==> src/rtl/core/becu_pkg.sv <==
// Shared constants and types for the BLEP edge correction unit.
`timescale 1ns / 1ps

package becu_pkg;

	// Default step table depth
	localparam int TableDepthDef = 4096;

	// Fixed field widths
	localparam int AddrW   = 12;
	localparam int SampW   = 18;
	localparam int PhaseW  = 24;
	localparam int PpsW    = 5;
	localparam int WinW    = PpsW + PhaseW;
	localparam int CorrW   = 24;
	localparam int FracW   = 16;
	localparam int CfgIdxW = 1;
	localparam int CfgW    = 5;

	// Request types
	localparam logic REQ_WRITE   = 1'b0;
	localparam logic REQ_COMPUTE = 1'b1;

	// Configuration register indexes
	localparam logic [CfgIdxW-1:0] REG_PPS    = 1'b0;
	localparam logic [CfgIdxW-1:0] REG_INTERP = 1'b1;

	// Sideband that travels with each request down the pipeline
	typedef struct packed {
		logic                    wr;
		logic [AddrW-1:0]        addr;
		logic signed [SampW-1:0] data;
		logic                    win;
		logic                    right;
		logic                    rising;
		logic signed [SampW-1:0] height;
	} side_t;

endpackage

==> src/rtl/core/becu_divider.sv <==
// Pipelined restoring divider, one quotient bit per stage, with sideband.
`timescale 1ns / 1ps

module becu_divider #(
	parameter int QuoW = 27,
	parameter int RemW = 29
) (
	input  logic                  clk,
	input  logic                  arst_n,
	input  logic                  en,
	input  logic                  in_vld,
	input  logic [RemW-1:0]       in_rem,
	input  logic [QuoW-1:0]       in_lo,
	input  logic [RemW-1:0]       in_div,
	input  becu_pkg::side_t       in_side,
	output logic                  out_vld,
	output logic [QuoW-1:0]       out_quo,
	output becu_pkg::side_t       out_side
);

	logic                  vld_s  [QuoW+1];
	logic [RemW-1:0]       rem_s  [QuoW+1];
	logic [QuoW-1:0]       lo_s   [QuoW+1];
	logic [RemW-1:0]       div_s  [QuoW+1];
	becu_pkg::side_t       side_s [QuoW+1];

	assign vld_s[0]  = in_vld;
	assign rem_s[0]  = in_rem;
	assign lo_s[0]   = in_lo;
	assign div_s[0]  = in_div;
	assign side_s[0] = in_side;

	for (genvar k = 0; k < QuoW; k++) begin : g_stage
		logic [RemW:0] trial;
		logic          ge;

		// shift in next dividend bit, subtract when it fits
		assign trial = {rem_s[k], lo_s[k][QuoW-1]};
		assign ge    = trial >= {1'b0, div_s[k]};

		always_ff @(posedge clk or negedge arst_n) begin
			if (!arst_n) begin
				vld_s[k+1] <= 1'b0;
			end else if (en) begin
				vld_s[k+1] <= vld_s[k];
			end
		end

		always_ff @(posedge clk) begin
			if (en) begin
				rem_s[k+1]  <= ge ? RemW'(trial - {1'b0, div_s[k]}) : trial[RemW-1:0];
				lo_s[k+1]   <= {lo_s[k][QuoW-2:0], ge};
				div_s[k+1]  <= div_s[k];
				side_s[k+1] <= side_s[k];
			end
		end
	end

	assign out_vld  = vld_s[QuoW];
	assign out_quo  = lo_s[QuoW];
	assign out_side = side_s[QuoW];

endmodule

==> config.mk <==
export PLATFORM = sky130hd
export DESIGN_NAME = becu_divider
export DESIGN_NICKNAME = d
export VERILOG_FILES = /design/src/rtl/core/becu_pkg.sv /design/src/rtl/core/becu_divider.sv
export SDC_FILE = /design/constraint.sdc
export NUM_CORES = 2
export LEC_CHECK = 0
export BUFFER_PORTS_ARGS = -buffer_cell sky130_fd_sc_hd__buf_4
export CORE_MARGIN = 2
export CORE_UTILIZATION = 51
export CTS_CLUSTER_SIZE = 30
export DETAILED_ROUTE_END_ITERATION = 16
export HOLD_SLACK_MARGIN = 0.03
export PLACE_DENSITY_LB_ADDON = 0.2
export SLEW_MARGIN = 10
export SYNTH_ARGS = -nofsm -noshare
export SYNTH_HDL_FRONTEND = slang
export SYNTH_SLANG_ARGS = --single-unit
==> constraint.sdc <==
create_clock -name clk -period 5.7 [get_ports clk]
set_clock_uncertainty 0.2 [all_clocks]
set_input_delay 0.285 -clock clk [delete_from_list [all_inputs] [get_ports clk]]
set_output_delay 0.285 -clock clk [all_outputs]
set_load 0.02 [all_outputs]
### After elaboration in Yosys (flattened, before gate mapping)

Index checks and enable logic that the tools add are counted.

* flip-flop bits (word level): 3668
* latch bits: 0
* RAM bits: 0
* memory bits (read-only): 0
* bits of input ports: 141
* word-level logic and storage cells: 374
* memories: 0

* add/subtract/negate cells: 26
* multipliers: 0
* div/mod/pow operators: 0
* $lt $le $gt $ge: 27
* eq/ne operators: 0
* shift operators: 0
* mux-type cells: 26
* bitwise logic cells: 0
* reduce and logical (&&, ||, !) cells: 0

Operators by type and width (number)
* 30-bit by 29-bit >= comparator with 1-bit output: 27
* 29-bit 2-to-1 mux: 26
* 29-bit subtractor: 26

### Longest topological paths before layout

* depth in word-level cells: 2
* gate-level depth with buffers: 15
* gate-level depth less buffers: 14

### Worst setup path after synthesis

Ideal clock, no wire load.

* path type: reg2reg
* start: reg div_s[580] in the netlist's numbering
* end: reg rem_s, in the netlist g_stage[8].trial[25], data pin
* arrival: 3.363 ns
* setup slack: 1.942 ns
* cell stages (with the launch flop): 14
* path buffers: 1
* cells stage by stage: edfxtp_1 ha_1 fa_1 nand2b_1 a21oi_1 o21ai_0 a22oi_1 o2111ai_1 a21o_1 o311ai_2 a211oi_1 clkbuf_1 a2111o_1 o311ai_0

* cells in the longest elaborated chain, start to end: 2
* elaborated cells between the ends (all ways): 3
* classes of those cells: add/sub: 1; order compare: 1; mux: 1

RTL lines
* start: declaration: line becu_divider.sv:24 `logic [RemW-1:0] div_s [QuoW+1];`
* start signal: indexed assignment: line becu_divider.sv:53 `div_s[k+1] <= div_s[k];`
* 29-bit subtractor / 30-bit by 29-bit >= comparator with 1-bit output (equally long branches): line becu_divider.sv:51, becu_divider.sv:39
* 29-bit 2-to-1 mux *: line becu_divider.sv:51 `rem_s[k+1] <= ge ? RemW'(trial - {1'b0, div_s[k]}) : trial[RemW-1:0];`
* end signal: indexed assignment: line becu_divider.sv:51
* end: declaration: line becu_divider.sv:22 `logic [RemW-1:0] rem_s [QuoW+1];`

Mark *: on every way between the ends. The rest lies on a longest branch, timed or not.
A chain may end at the register's enable or synchronous reset.

### Final worst setup path

* start: reg div_s[58] in the netlist's numbering
* end: reg rem_s, in the netlist g_stage[26].trial[16], data pin

Same word-level chain as after synthesis.

==> results.md <==
- Post-Syn Nets: between 10k and 15k
- Status: completed
- Primary FF master, synth: edfxtp_1
- Placed cell areas: about 170000 um^2
- Core area: around 310000 um^2
- #FFs+latches synth: ~3.7k
- Worst Path Max Fanout: 26
- CP endpoint kind: flip-flop
- Pwr Density: between 500 and 600 nW/um^2
- Crit path required time: around 6100 ps
- Max-Cap Viols: 0
- Vias post-DR: between 80k and 90k
- Minimum clock period after layout: around 4700 ps
- Iteration-0 DRC Markers: around 8.3k
- First-pass GRT wire length: ~510 mm
- Post-synthesis mux area share: 0.0196
- Final Max Tran Viols: 0
- Post-route cell area: around 180000 um^2
- Post-synth top cells: edfxtp_1, inv_1, ha_1
- Total global-route track usage: 0.207
- Hold WC Path Type: in2reg
- Max Freq: between 0.2 and 0.25 GHz
- Fin. Hold Viols: 0
- Synth Area in XOR/XNOR: 0.0352
- Pin count of the biggest net entering global routing: 175
- Hpwl dp: roughly 230 mm
- CTS tree: yes
- Gate Count Post-Synth: roughly 11k
- Placer Congestion: 0.929
- Post-CTS Setup Bufs: 0
- Final Power: 0.0952 W
- Starting Density: 0.513
- Cts bufs inserted: between 300 and 400
- Drc violations: 0
- Rows: 204
- Wire length per cell: 20.4 um
- Post-synth ARST share: 0.00736
- Slew margin rel.: 0.164
- Simple-Gate Fraction of Synth Area: 0.0601
- Main combinational cell family by area after synthesis: compound AO/OA/AOI/OAI gates
- CTS clk-pin slew, worst paths: approximately 60 ps
- Yosys top cell area share: 0.689
- # clock sinks: around 3.7k
- Final antenna-violating net count: 0
- RSZ-0062 raised after global routing: no
- Chip width: approximately 560 um
- Worst slew pin tran: around 1200 ps
- Area leader, netlist: edfxtp_1
- IO Count: around 220
- Detailed-route wire length: approximately 330 mm
- Final Setup Violations: 0
- IO Port Bufs: 220
- Critical path type: reg2reg
- Die area: approximately 320000 um^2
- Post-synthesis adder-cell area fraction: 0.0650
- Ratio of final minimum period to clock period: 0.822
- Share of cells above drive strength 1: 0.100
- P&R area growth vs syn: 14.0%
- Grt ovf: 0
- YS warnings: 0
- Avg Vias per Cell: 5.48
- Peak VDD IR: 304 uV
- Initial antenna violation count: 22
- Compound-gate portion of the synthesized area: 0.0951
- Nets@finish: roughly 13k
- Register area share after synthesis: 0.693
- Vias in the first global route: just under 90k
- Area contributors post-synth: edfxtp_1, ha_1, a21oi_1
- CP Launch Type: flip-flop
- CTS max path bufs: 4
- Fill count: 24.1k
- Synth Area per Inst: roughly 14 um^2
- Post-Synthesis Cell Area: 159000 um^2
- CTS root buf: clkbuf_16
- H-tree depth: 5
- Leading cell type by number of instances after synthesis: edfxtp_1
- Pre-antenna DRT Iters: 6
- Post-synth EDFFs: between 3k and 4k
- Die Ht: between 500 and 600 um
- Crit path DAT: between 5000 and 6000 ps
- Worst skew pair latency: roughly 950 ps
- Setup TNS: 0 ps
- Distinct cells, synth: 87
- Leakage: 69.7 nW
## critical path: stages (launching register included)
cell	delay, ps
edfxtp_1	420
ha_1	250
fa_1	420
nor2b_1	130
o21ai_0	190
a21oi_1	290
o21ai_0	140
buf_4	170
o2111ai_1	480
a31oi_1	270
o21ai_0	640
a21oi_4	340
buf_4	290
nand2_1	90
o21ai_0	90
## sequential cells by signal, indices dropped and copies added (netlist names)
name,flops
out_side,52
out_vld,1
out_quo,27
lo_s,676
g_stage.trial,780
vld_s,26
div_s,754
side_s,1352
## final timing paths
check / from / end / slack, ps / cells after the start
max: div_s[58]$_DFFE_PP_ / g_stage[26].trial[16]$_DFFE_PP_ / 1010 / 14
min: in_rem[27] / g_stage[1].trial[29]$_DFFE_PP_ / 160 / 3
max reg2reg: div_s[58]$_DFFE_PP_ / g_stage[26].trial[16]$_DFFE_PP_ / 1010 / 14
min reg2reg: side_s[231]$_DFFE_PP_ / side_s[179]$_DFFE_PP_ / 170 / 0
max in group asynchronous: arst_n / vld_s[12]$_DFFE_PN0P_ / 4960 / 4
min in group asynchronous: arst_n / vld_s[15]$_DFFE_PN0P_ / 180 / 4
## final cells by class
type,count,area [um^2],share of cell area
inverters,989,3710,0.0205
multi-input cells,6188,43800,0.242
diodes,5,12.5,0.0000691
flip-flops and latches,3668,110000,0.608
repair buffers,598,5510,0.0304
clock inverters,265,2900,0.0160
well taps,4120,5150,0.0285
clock buffers,440,9890,0.0546
## placed cells by master, fill, tap and decap left out, types with 297 or more instances in the layout
master | netlist | layout
edfxtp_1 | 3641 | 3641
inv_1 | 988 | 988
ha_1 | 783 | 783
a21oi_1 | 766 | 763
nand2_1 | 667 | 667
o21ai_0 | 628 | 628
nor2_1 | 539 | 539
clkbuf_16 | 0 | 383
xnor2_1 | 357 | 357
a21o_1 | 341 | 341
buf_4 | 79 | 297
## per-layer routing
layer  track usage  up-vias  part of all wire
met5             0        -                 0
met4        0.0507        0             0.023
met3        0.0315      479             0.055
met2         0.311     2309              0.44
met1         0.317    43500              0.48
li1              -    42900                 -
## through the flow
| stage | hold WS [ps] | utilization | cells | worst slack, ps |
|---|---|---|---|---|
| 6_report | 155 | 0.585 | 16300 | 1010 |
| 5_1_grt | 88.4 | 0.585 | 16300 | 709 |
| 4_1_cts | 55.9 | 0.585 | 16300 | 1010 |
| 3_5_place_dp | 19.7 | 0.535 | 15300 | 1020 |
| 3_3_place_gp | 4.72 | 0.535 | 15300 | 1090 |
| 2_1_floorplan | -211 | - | 11100 | 1940 |
## power breakdown
part           switching [W]  internal [W]  total (W)  leakage [nW]
Sequential           0.00276        0.0361     0.0389          35.9
Clock                 0.0105        0.0144     0.0250          6.21
Combinational         0.0181        0.0133     0.0313          27.5
Total                 0.0314        0.0638     0.0952          69.7
## repair_timing
| item | in CTS | in global routing |
|---|---|---|
| hold endpoints to repair | 266 | 0 |
| hold buffers | 276 | 0 |
| gates resized for setup | 0 | 0 |
## kinds of logic after synthesis
family,after synthesis
xor gates and xnor gates,638
DFF,3668
and+or+nand+nor,2027
buffers and inverters,1267
muxes,280
AOI/OAI and AO/OA,2434
adders and majority gates,809
Power figures use the tool's default switching activity.
